**src/rtl/swarq_pkg.sv**
```systemverilog
// Shared types and constants for the sliding-window ARQ sender.
`default_nettype none
package swarq_pkg;

    localparam int SEQ_BITS_DEF   = 16;
    localparam int WINDOW_MAX_DEF = 16;

    localparam int SEQ_FIELD_W  = 16;
    localparam int SLID_FIELD_W = 5;
    localparam int MODE_W       = 2;
    localparam int WSIZE_W      = 5;
    localparam int CFG_IDX_W    = 2;
    localparam int CFG_DATA_W   = 5;
    localparam int OUT_DATA_W   = 40;

    localparam logic [MODE_W-1:0] MODE_GBN  = 2'd0;
    localparam logic [MODE_W-1:0] MODE_SAW  = 2'd1;
    localparam logic [MODE_W-1:0] MODE_SR   = 2'd2;
    localparam logic [MODE_W-1:0] MODE_NONE = 2'd3;

    localparam logic OP_SEND = 1'b0;
    localparam logic OP_ACK  = 1'b1;

    localparam logic [CFG_IDX_W-1:0] REG_MODE   = 2'd0;
    localparam logic [CFG_IDX_W-1:0] REG_WINDOW = 2'd1;

    localparam logic [WSIZE_W-1:0] WSIZE_RESET = 5'd4;

    // Row-wide control for the slot cells
    typedef struct packed {
        logic clear;
        logic shift;
    } cell_ctrl_t;

endpackage
`default_nettype wire

```
**src/rtl/sliding_window_arq_sender.sv**
```systemverilog
// Sliding-window ARQ sender: go-back-n, stop-and-wait and selective-repeat window tracker.
// Steps: the item is captured, evaluated in ST_EVAL and, for a selective-repeat ack, the
//   base slides one slot per cycle through the slot cells (up to WINDOW_MAX) in ST_SLIDE;
//   ST_HOLD then loads the result into the output register, waiting while it is stalled.
// Throughput: one item at a time; the next item is taken only once the result is loaded.
// Reset (rst_n, async, active low): go-back-n mode, window size 4, base = next = 1, all
//   slots cleared, no result pending. A mode write restarts (go-back-n 1, others 0).
`default_nettype none
module sliding_window_arq_sender #(
    parameter int SEQ_BITS   = swarq_pkg::SEQ_BITS_DEF,
    parameter int WINDOW_MAX = swarq_pkg::WINDOW_MAX_DEF
) (
    input  wire logic                                 clk,
    input  wire logic                                 rst_n,
    // input stream
    input  wire logic                                 s_axis_tvalid,
    output logic                                      s_axis_tready,
    input  wire logic [swarq_pkg::SEQ_FIELD_W-1:0]    s_axis_tdata,  // [15:0] sequence_number
    input  wire logic                                 s_axis_tuser,  // [0] operation
    // result stream
    output logic                                      m_axis_tvalid,
    input  wire logic                                 m_axis_tready,
    output logic [swarq_pkg::OUT_DATA_W-1:0]          m_axis_tdata,  // [15:0] window_base,
                                                                     // [31:16] next_to_send,
                                                                     // [36:32] slid_count,
                                                                     // [39:37] zero
    output logic                                      m_axis_tuser,  // [0] granted
    // configuration writes
    input  wire logic                                 cfg_valid,
    output logic                                      cfg_ready,
    input  wire logic [swarq_pkg::CFG_IDX_W-1:0]      cfg_index,
    input  wire logic [swarq_pkg::CFG_DATA_W-1:0]     cfg_data
);
    import swarq_pkg::*;

    // Largest usable window: WINDOW_MAX, and below the sequence space size
    localparam int SEQ_CAP = (SEQ_BITS >= 7) ? 127 : ((1 << SEQ_BITS) - 1);
    localparam int WIN_CAP = (WINDOW_MAX < SEQ_CAP) ? WINDOW_MAX : SEQ_CAP;
    localparam int IDX_W   = $clog2(WINDOW_MAX);
    localparam int OFF_W0  = (SEQ_BITS > IDX_W) ? SEQ_BITS : IDX_W;
    localparam int OFF_W   = (OFF_W0 > SLID_FIELD_W) ? OFF_W0 : SLID_FIELD_W;
    localparam int CNT_W0  = $clog2(WINDOW_MAX + 1);
    localparam int CNT_W   = (CNT_W0 > SLID_FIELD_W) ? CNT_W0 : SLID_FIELD_W;
    localparam int EXT_W   = (SEQ_BITS > SEQ_FIELD_W) ? SEQ_BITS : SEQ_FIELD_W;

    // Sequencer states
    localparam logic [1:0] ST_IDLE  = 2'd0;  // waiting for an item
    localparam logic [1:0] ST_EVAL  = 2'd1;  // window decision
    localparam logic [1:0] ST_SLIDE = 2'd2;  // selective repeat: slide over acked slots
    localparam logic [1:0] ST_HOLD  = 2'd3;  // hand result to the output register

    logic [1:0]            state_reg, state_next;
    logic [MODE_W-1:0]     mode_reg, mode_next;
    logic [WSIZE_W-1:0]    wsize_reg, wsize_next;
    logic [SEQ_BITS-1:0]   base_reg, base_next;
    logic [SEQ_BITS-1:0]   next_reg, next_next;
    logic                  op_reg, op_next;
    logic [SEQ_BITS-1:0]   seq_reg, seq_next;
    logic                  grant_reg, grant_next;
    logic [CNT_W-1:0]      slid_reg, slid_next;

    logic                  out_valid_reg, out_valid_next;
    logic                  out_grant_reg, out_grant_next;
    logic [SEQ_FIELD_W-1:0] out_base_reg, out_base_next;
    logic [SEQ_FIELD_W-1:0] out_nxt_reg, out_nxt_next;
    logic [SLID_FIELD_W-1:0] out_slid_reg, out_slid_next;

    // Slot cell row
    cell_ctrl_t            cell_ctrl;
    logic [WINDOW_MAX-1:0] cell_set;
    logic [WINDOW_MAX-1:0] acked;

    logic in_xfer, cfg_xfer, mode_wr, out_load;
    logic [SEQ_BITS-1:0]   restart_seq;
    logic [SEQ_BITS-1:0]   win;
    logic [SEQ_BITS-1:0]   off;
    logic [SEQ_BITS-1:0]   outstanding;
    logic [OFF_W-1:0]      off_ext;
    logic [OFF_W-1:0]      off_plus;
    logic [IDX_W-1:0]      off_idx;
    logic                  in_win;
    logic                  sr_ack_hit;
    logic [EXT_W-1:0]      base_ext, next_ext;

    assign s_axis_tready = (state_reg == ST_IDLE);
    assign cfg_ready     = 1'b1;
    assign in_xfer       = s_axis_tvalid && s_axis_tready;
    assign cfg_xfer      = cfg_valid && cfg_ready;
    assign mode_wr       = cfg_xfer && (cfg_index == REG_MODE);
    assign restart_seq   = (cfg_data[MODE_W-1:0] == MODE_GBN) ? SEQ_BITS'(1) : '0;

    // Clamped window
    always_comb
    begin
        if (wsize_reg == '0)
        begin
            win = SEQ_BITS'(1);
        end
        else if (32'(wsize_reg) > WIN_CAP)
        begin
            win = SEQ_BITS'(WIN_CAP);
        end
        else
        begin
            win = SEQ_BITS'(wsize_reg);
        end
    end

    // Modular distances from the base
    assign off         = seq_reg - base_reg;
    assign outstanding = next_reg - base_reg;
    assign off_ext     = OFF_W'(off);
    assign off_plus    = off_ext + OFF_W'(1);
    assign off_idx     = off_ext[IDX_W-1:0];
    assign in_win      = (off < win);
    assign sr_ack_hit  = (state_reg == ST_EVAL) && (mode_reg == MODE_SR)
                         && (op_reg == OP_ACK) && in_win;

    always_comb
    begin
        for (int k = 0; k < WINDOW_MAX; k++)
        begin
            cell_set[k] = sr_ack_hit && (off_idx == IDX_W'(k));
        end
    end

    assign cell_ctrl.clear = mode_wr;
    assign cell_ctrl.shift = (state_reg == ST_SLIDE) && acked[0]
                             && (slid_reg < CNT_W'(WINDOW_MAX));

    genvar g;
    generate
        for (g = 0; g < WINDOW_MAX; g++)
        begin : g_cell
            logic from_right;
            if (g == WINDOW_MAX - 1)
            begin : g_last
                assign from_right = 1'b0;
            end
            else
            begin : g_inner
                assign from_right = acked[g+1];
            end
            swarq_cell u_cell (
                .clk        (clk),
                .rst_n      (rst_n),
                .ctrl       (cell_ctrl),
                .set        (cell_set[g]),
                .from_right (from_right),
                .acked      (acked[g])
            );
        end
    endgenerate

    assign out_load = (state_reg == ST_HOLD) && (!out_valid_reg || m_axis_tready);
    assign base_ext = EXT_W'(base_reg);
    assign next_ext = EXT_W'(next_reg);

    // Sequencer
    always_comb
    begin
        state_next = state_reg;
        mode_next  = mode_reg;
        wsize_next = wsize_reg;
        base_next  = base_reg;
        next_next  = next_reg;
        op_next    = op_reg;
        seq_next   = seq_reg;
        grant_next = grant_reg;
        slid_next  = slid_reg;

        // Configuration is to be written only while idle; the block itself does not enforce it
        if (cfg_xfer)
        begin
            case (cfg_index)
                REG_MODE:
                begin
                    mode_next = cfg_data[MODE_W-1:0];
                    base_next = restart_seq;
                    next_next = restart_seq;
                end
                REG_WINDOW:
                begin
                    wsize_next = cfg_data[WSIZE_W-1:0];
                end
                default:
                begin
                end
            endcase
        end

        case (state_reg)
            ST_IDLE:
            begin
                if (in_xfer)
                begin
                    op_next    = s_axis_tuser;
                    seq_next   = SEQ_BITS'(s_axis_tdata);
                    state_next = ST_EVAL;
                end
            end
            ST_EVAL:
            begin
                grant_next = 1'b0;
                slid_next  = '0;
                state_next = ST_HOLD;
                case (mode_reg)
                    MODE_GBN:
                    begin
                        if (op_reg == OP_SEND)
                        begin
                            if (outstanding < win)
                            begin
                                grant_next = 1'b1;
                                next_next  = next_reg + SEQ_BITS'(1);
                            end
                        end
                        else if (off < outstanding)
                        begin
                            grant_next = 1'b1;
                            slid_next  = CNT_W'(off_plus[SLID_FIELD_W-1:0]);
                            base_next  = seq_reg + SEQ_BITS'(1);
                        end
                    end
                    MODE_SAW:
                    begin
                        if (seq_reg == base_reg)
                        begin
                            grant_next = 1'b1;
                            if (op_reg == OP_ACK)
                            begin
                                base_next = base_reg + SEQ_BITS'(1);
                                slid_next = CNT_W'(1);
                            end
                        end
                    end
                    MODE_SR:
                    begin
                        if (in_win)
                        begin
                            if (op_reg == OP_SEND)
                            begin
                                grant_next = !acked[off_idx];
                            end
                            else
                            begin
                                grant_next = 1'b1;
                                state_next = ST_SLIDE;
                            end
                        end
                    end
                    default:
                    begin
                        // unused mode: refuse everything
                    end
                endcase
            end
            ST_SLIDE:
            begin
                if (cell_ctrl.shift)
                begin
                    base_next = base_reg + SEQ_BITS'(1);
                    slid_next = slid_reg + CNT_W'(1);
                end
                else
                begin
                    state_next = ST_HOLD;
                end
            end
            ST_HOLD:
            begin
                if (out_load)
                begin
                    state_next = ST_IDLE;
                end
            end
            default:
            begin
                state_next = ST_IDLE;
            end
        endcase
    end

    // Output register
    always_comb
    begin
        out_valid_next = out_valid_reg;
        out_grant_next = out_grant_reg;
        out_base_next  = out_base_reg;
        out_nxt_next   = out_nxt_reg;
        out_slid_next  = out_slid_reg;
        if (out_load)
        begin
            out_valid_next = 1'b1;
            out_grant_next = grant_reg;
            out_base_next  = base_ext[SEQ_FIELD_W-1:0];
            out_nxt_next   = next_ext[SEQ_FIELD_W-1:0];
            out_slid_next  = slid_reg[SLID_FIELD_W-1:0];
        end
        else if (m_axis_tready)
        begin
            out_valid_next = 1'b0;
        end
    end

    always_ff @(posedge clk or negedge rst_n)
    begin
        if (!rst_n)
        begin
            state_reg     <= ST_IDLE;
            mode_reg      <= MODE_GBN;
            wsize_reg     <= WSIZE_RESET;
            base_reg      <= SEQ_BITS'(1);
            next_reg      <= SEQ_BITS'(1);
            out_valid_reg <= 1'b0;
        end
        else
        begin
            state_reg     <= state_next;
            mode_reg      <= mode_next;
            wsize_reg     <= wsize_next;
            base_reg      <= base_next;
            next_reg      <= next_next;
            out_valid_reg <= out_valid_next;
        end
    end

    // Payload registers
    always_ff @(posedge clk)
    begin
        op_reg        <= op_next;
        seq_reg       <= seq_next;
        grant_reg     <= grant_next;
        slid_reg      <= slid_next;
        out_grant_reg <= out_grant_next;
        out_base_reg  <= out_base_next;
        out_nxt_reg   <= out_nxt_next;
        out_slid_reg  <= out_slid_next;
    end

    assign m_axis_tvalid = out_valid_reg;
    assign m_axis_tuser  = out_grant_reg;
    assign m_axis_tdata  = {3'b000, out_slid_reg, out_nxt_reg, out_base_reg};

    // A mode write empties every slot
    a_restart_clears: assert property (@(posedge clk) disable iff (!rst_n)
        mode_wr |=> (acked == '0))
        else $error("slot cells not cleared on restart");

    // The base moves only during evaluation, sliding or a mode write
    a_base_hold: assert property (@(posedge clk) disable iff (!rst_n)
        (state_reg != ST_EVAL && state_reg != ST_SLIDE && !mode_wr) |=> $stable(base_reg))
        else $error("window base moved outside its update states");

    // Stop-and-wait never advances the next-to-send counter
    a_saw_next: assert property (@(posedge clk) disable iff (!rst_n)
        (mode_reg == MODE_SAW) |-> (next_reg == '0))
        else $error("next counter moved in stop-and-wait");

    // Sliding stops with the front slot unacknowledged or the count at its limit
    a_slide_end: assert property (@(posedge clk) disable iff (!rst_n)
        (state_reg == ST_SLIDE && !cell_ctrl.shift) |->
        (!acked[0] || slid_reg == CNT_W'(WINDOW_MAX)))
        else $error("slide ended early");

endmodule
`default_nettype wire

```
**src/rtl/swarq_cell.sv**
```systemverilog
// One selective-repeat slot cell: an acknowledged bit that shifts toward the base.
`default_nettype none
module swarq_cell (
    input  wire logic                  clk,
    input  wire logic                  rst_n,
    input  wire swarq_pkg::cell_ctrl_t ctrl,
    input  wire logic                  set,
    input  wire logic                  from_right,
    output logic                       acked
);
    import swarq_pkg::*;

    logic acked_reg;
    logic acked_next;

    always_comb
    begin
        acked_next = acked_reg;
        if (ctrl.clear)
        begin
            acked_next = 1'b0;
        end
        else if (ctrl.shift)
        begin
            acked_next = from_right;
        end
        else if (set)
        begin
            acked_next = 1'b1;
        end
    end

    always_ff @(posedge clk or negedge rst_n)
    begin
        if (!rst_n)
        begin
            acked_reg <= 1'b0;
        end
        else
        begin
            acked_reg <= acked_next;
        end
    end

    assign acked = acked_reg;

endmodule
`default_nettype wire

```
**config.mk**
```make
export PLATFORM = sky130hd
export DESIGN_NAME = sliding_window_arq_sender
export DESIGN_NICKNAME = d
export VERILOG_FILES = /design/src/rtl/swarq_pkg.sv /design/src/rtl/sliding_window_arq_sender.sv /design/src/rtl/swarq_cell.sv
export SDC_FILE = /design/constraint.sdc
export NUM_CORES = 1
export LEC_CHECK = 0
export ABC_AREA = 1
export BUFFER_PORTS_ARGS = -buffer_cell sky130_fd_sc_hd__buf_2
export CELL_PAD_IN_SITES_DETAIL_PLACEMENT = 0
export CELL_PAD_IN_SITES_GLOBAL_PLACEMENT = 2
export CORE_AREA = 2 2 169 171
export CTS_BUF_LIST = sky130_fd_sc_hd__clkbuf_8
export CTS_CLUSTER_SIZE = 28
export DETAILED_ROUTE_END_ITERATION = 8
export DIE_AREA = 0 0 171 173
export GPL_TIMING_DRIVEN = 1
export PLACE_DENSITY = 0.93
export SLEW_MARGIN = 15
export SYNTH_ARGS = -nofsm -noshare
export SYNTH_HDL_FRONTEND = slang
export SYNTH_HIERARCHICAL = 1
export SYNTH_SLANG_ARGS = --single-unit
```
**constraint.sdc**
```tcl
create_clock -name clk -period 4.1 [get_ports clk]
set_clock_uncertainty 0.15 [all_clocks]
set_input_delay 0 -clock clk [delete_from_list [all_inputs] [get_ports clk]]
set_output_delay 0 -clock clk [all_outputs]
set_load 0.02 [all_outputs]
```
==> impl_metrics.ini <==
[worst_hold_path]
holdPathEnd = next_ext[1]
min_path_cells = 7
hold_start = cfg_index[1]
hold_class = primary input to register

[pwr]
p_leak_nw = 5.75
ir_drop_mv = 0.583
p_per_area_nw_per_um2 = 739
total_power_mw = 8.56

[logic_synthesis]
yosysMostFrequentCell = nand2_1
synth_top_cell_by_area = edfxtp_1
synthTopCellsByArea = edfxtp_1 19%, nand2_1 15%, dfrtp_1 14%
synth_ff_type = edfxtp_1
yosys_warnings = 6
synth_cell_types = 57
yosysSeqAreaShare = 0.332
synth_seq_cells = 119
synthAdderAreaFrac = 0.0863
synth_top_area_frac = 0.185
synth_top_family_by_area = simple AND/OR/NAND/NOR gates
yosys-top-cells-count = 405 x nand2_1, 261 x inv_1, 193 x nor2_1
async_reset_ff_frac = 0.487
synth-edff-count = 61
synth_xor_area_frac = 0.0452
synthMuxAreaShare = 0.00228
syn_area_um2 = 9890
netlist_instances = 1452
synth_compound_area_frac = 0.0845
yosys.area_share.simple = 0.334
syn_avg_cell_area_um2 = 6.81

[floorplan]
die-area_um2 = 29600
start_util = 0.358
die_y_um = 173
num_rows = 61
die-width_um = 171
io_pins = 73
core_area_um2 = 27600

[worst_setup_path]
cp_slowest_stage_delay_ns = 0.64
startpoint_type = register
cp_cell_sequence = ha_1, inv_1, fa_1, nand2_1, nand2_1, nand3_1, nand2_2, nand3_1, nand3_1, nand2_1, inv_1, ha_1, nand2_1, o21ai_0, a21oi_2, buf_4, nand3_1, nor2_2, nor2_1, nand2_1, nand2_1, a21oi_1
ff2ff_path_depth = 22
crit_fanout = 6
r2r_slack_ns = 0.25
crit_path_frequent_cell = nand2_1
crit_required_ns = 4.33
critPathSlowestCell = dfstp_2
reg2reg_to = base_ext[14]
crit_arrival_ns = 4.08
worst-setup-path-type = register to register
reg2reg_from = base_ext[0]
cp-end-kind = register

[clocking]
clock_latency_ns = 0.46
htree_levels = 4
cts.sinks = 119
clkTransAtPathRegs_ns = 0.07
cts_tree = done
numCtsBuffers = 17
cts_buffer_depth = 2
cts-root-buf = clkbuf_8

[grt]
grt_overflow_total = 0
grt_pass1_wl_um = 51100
grt_pass1_vias = 9121
grt_max_degree = 35
antenna_found_initial = 0
grt_use_total = 0.227

[sta]
setup_violations = 0
hold_violations = 0
worstMarginPinSlew_ns = 0.898
drv_slew = 0
hold_slack_ns = 0.0214
fin_crit_ns = 3.85
rsz0062_at_grt = true
fmax_mhz = 260
finalCritPeriodShare = 0.939
maxSlewHeadroom = 0.400

[detailed_routing]
drtAntennaViolNets = 0
firstDrtPassIters = 6
num_vias = 9506
wire_per_inst_um = 16.4
drc = 0
finalWirelength_um = 32500
drtIter0Drc = 841
vias_per_cell = 4.81

[cells_and_area]
drive_gt1_frac = 0.114
final_cell_area_um2 = 11600
syn_to_final_growth_pct = 17.1
finalNetCount = 1680
antennaDiodeCount = 0

[placed_design]
place.detailed.hpwl_um = 24600
gp_congestion = 0.923
port_buffers = 68
placed_cell_area_um2 = 10800

[outcome]
status = completed

[run]
maxCapViolCount = 0
==> metrics by stage <==
step	utilization	setup WS [ns]	setup TNS (ns)	cells
after CTS	0.417	0.114	0	1972
after detailed placement	0.391	0.143	0	1905
after global routing	0.419	-0.0291	-0.0412	1975
after global placement	0.391	0.158	0	1905
final	0.419	0.249	0	1975
after floorplan	-	0.669	0	1455
==> kinds of logic after synthesis <==
group	Yosys count
compound gates	145
xor+xnor	51
fa+ha+maj	67
buf+inv	291
flops	119
mux	2
other cells	2
simple gates	775
==> worst max-delay path, delay by kind of cell (launching register included) <==
kind / cells / cell delay (ns)
simple gates: 13 / 1.29
fa+ha+maj: 3 / 0.86
flops: 1 / 0.64
compound gates: 3 / 0.47
buf+inv: 3 / 0.35
==> power by group <==
| group | leakage (nW) | total (mW) | internal, mW | switching [mW] |
|---|---|---|---|---|
| sequential | 1.32 | 1.91 | 1.67 | 0.236 |
| combinational | 4.23 | 5.60 | 1.85 | 3.75 |
| clock | 0.197 | 1.05 | 0.539 | 0.515 |
| total | 5.75 | 8.56 | 4.06 | 4.50 |
==> per-layer routing <==
layer | global-route usage | wire length [um] | vias up
met5 | 0 | 0 | -
met4 | 0.0544 | 518 | 0
met3 | 0.0282 | 1740 | 28
met2 | 0.372 | 15100 | 261
met1 | 0.316 | 15100 | 4350
li1 | - | - | 4867
==> timing repair <==
item | CTS | global route
resized for setup | 0 | 10
hold buffers | 35 | 0
endpoints found under the hold margin | 57 | 0
setup buffers | 0 | 3
endpoints found under the setup margin | 0 | 22
==> cells in the final DEF (no fill, tap or decap), drive strengths merged, types with 17 or more instances in the layout <==
cell type / count
inv: 266
nor2: 200
edfxtp: 61
xor2: 41
clkbuf: 18
nand3: 99
nor3: 17
nand4: 25
o21ai: 38
buf: 99
ha: 65
a21oi: 74
nand2: 420
dfrtp: 55
dlygate4sd3: 34
==> final cells by class <==
type | instances | area, um^2
multi-input combinational | 1045 | 5520
inverter | 268 | 1010
sequential | 119 | 3290
timing repair buffer | 133 | 926
fill | 2986 | 16000
tap | 378 | 473
clock buffer | 18 | 248
clock inverter | 14 | 119
==> worst max-delay path by stage <==
stage	start	end	slack, ns	depth (start not counted)
floorplan	base_ext[0]	base_ext[6]	0.67	21
global placement	base_ext[2]	base_ext[14]	0.16	22
detailed placement	base_ext[2]	base_ext[14]	0.14	22
CTS	base_ext[2]	base_ext[14]	0.11	22
global route	base_ext[0]	base_ext[14]	-0.03	22
finish	base_ext[0]	base_ext[14]	0.25	22
Power figures use the tool's default switching activity.
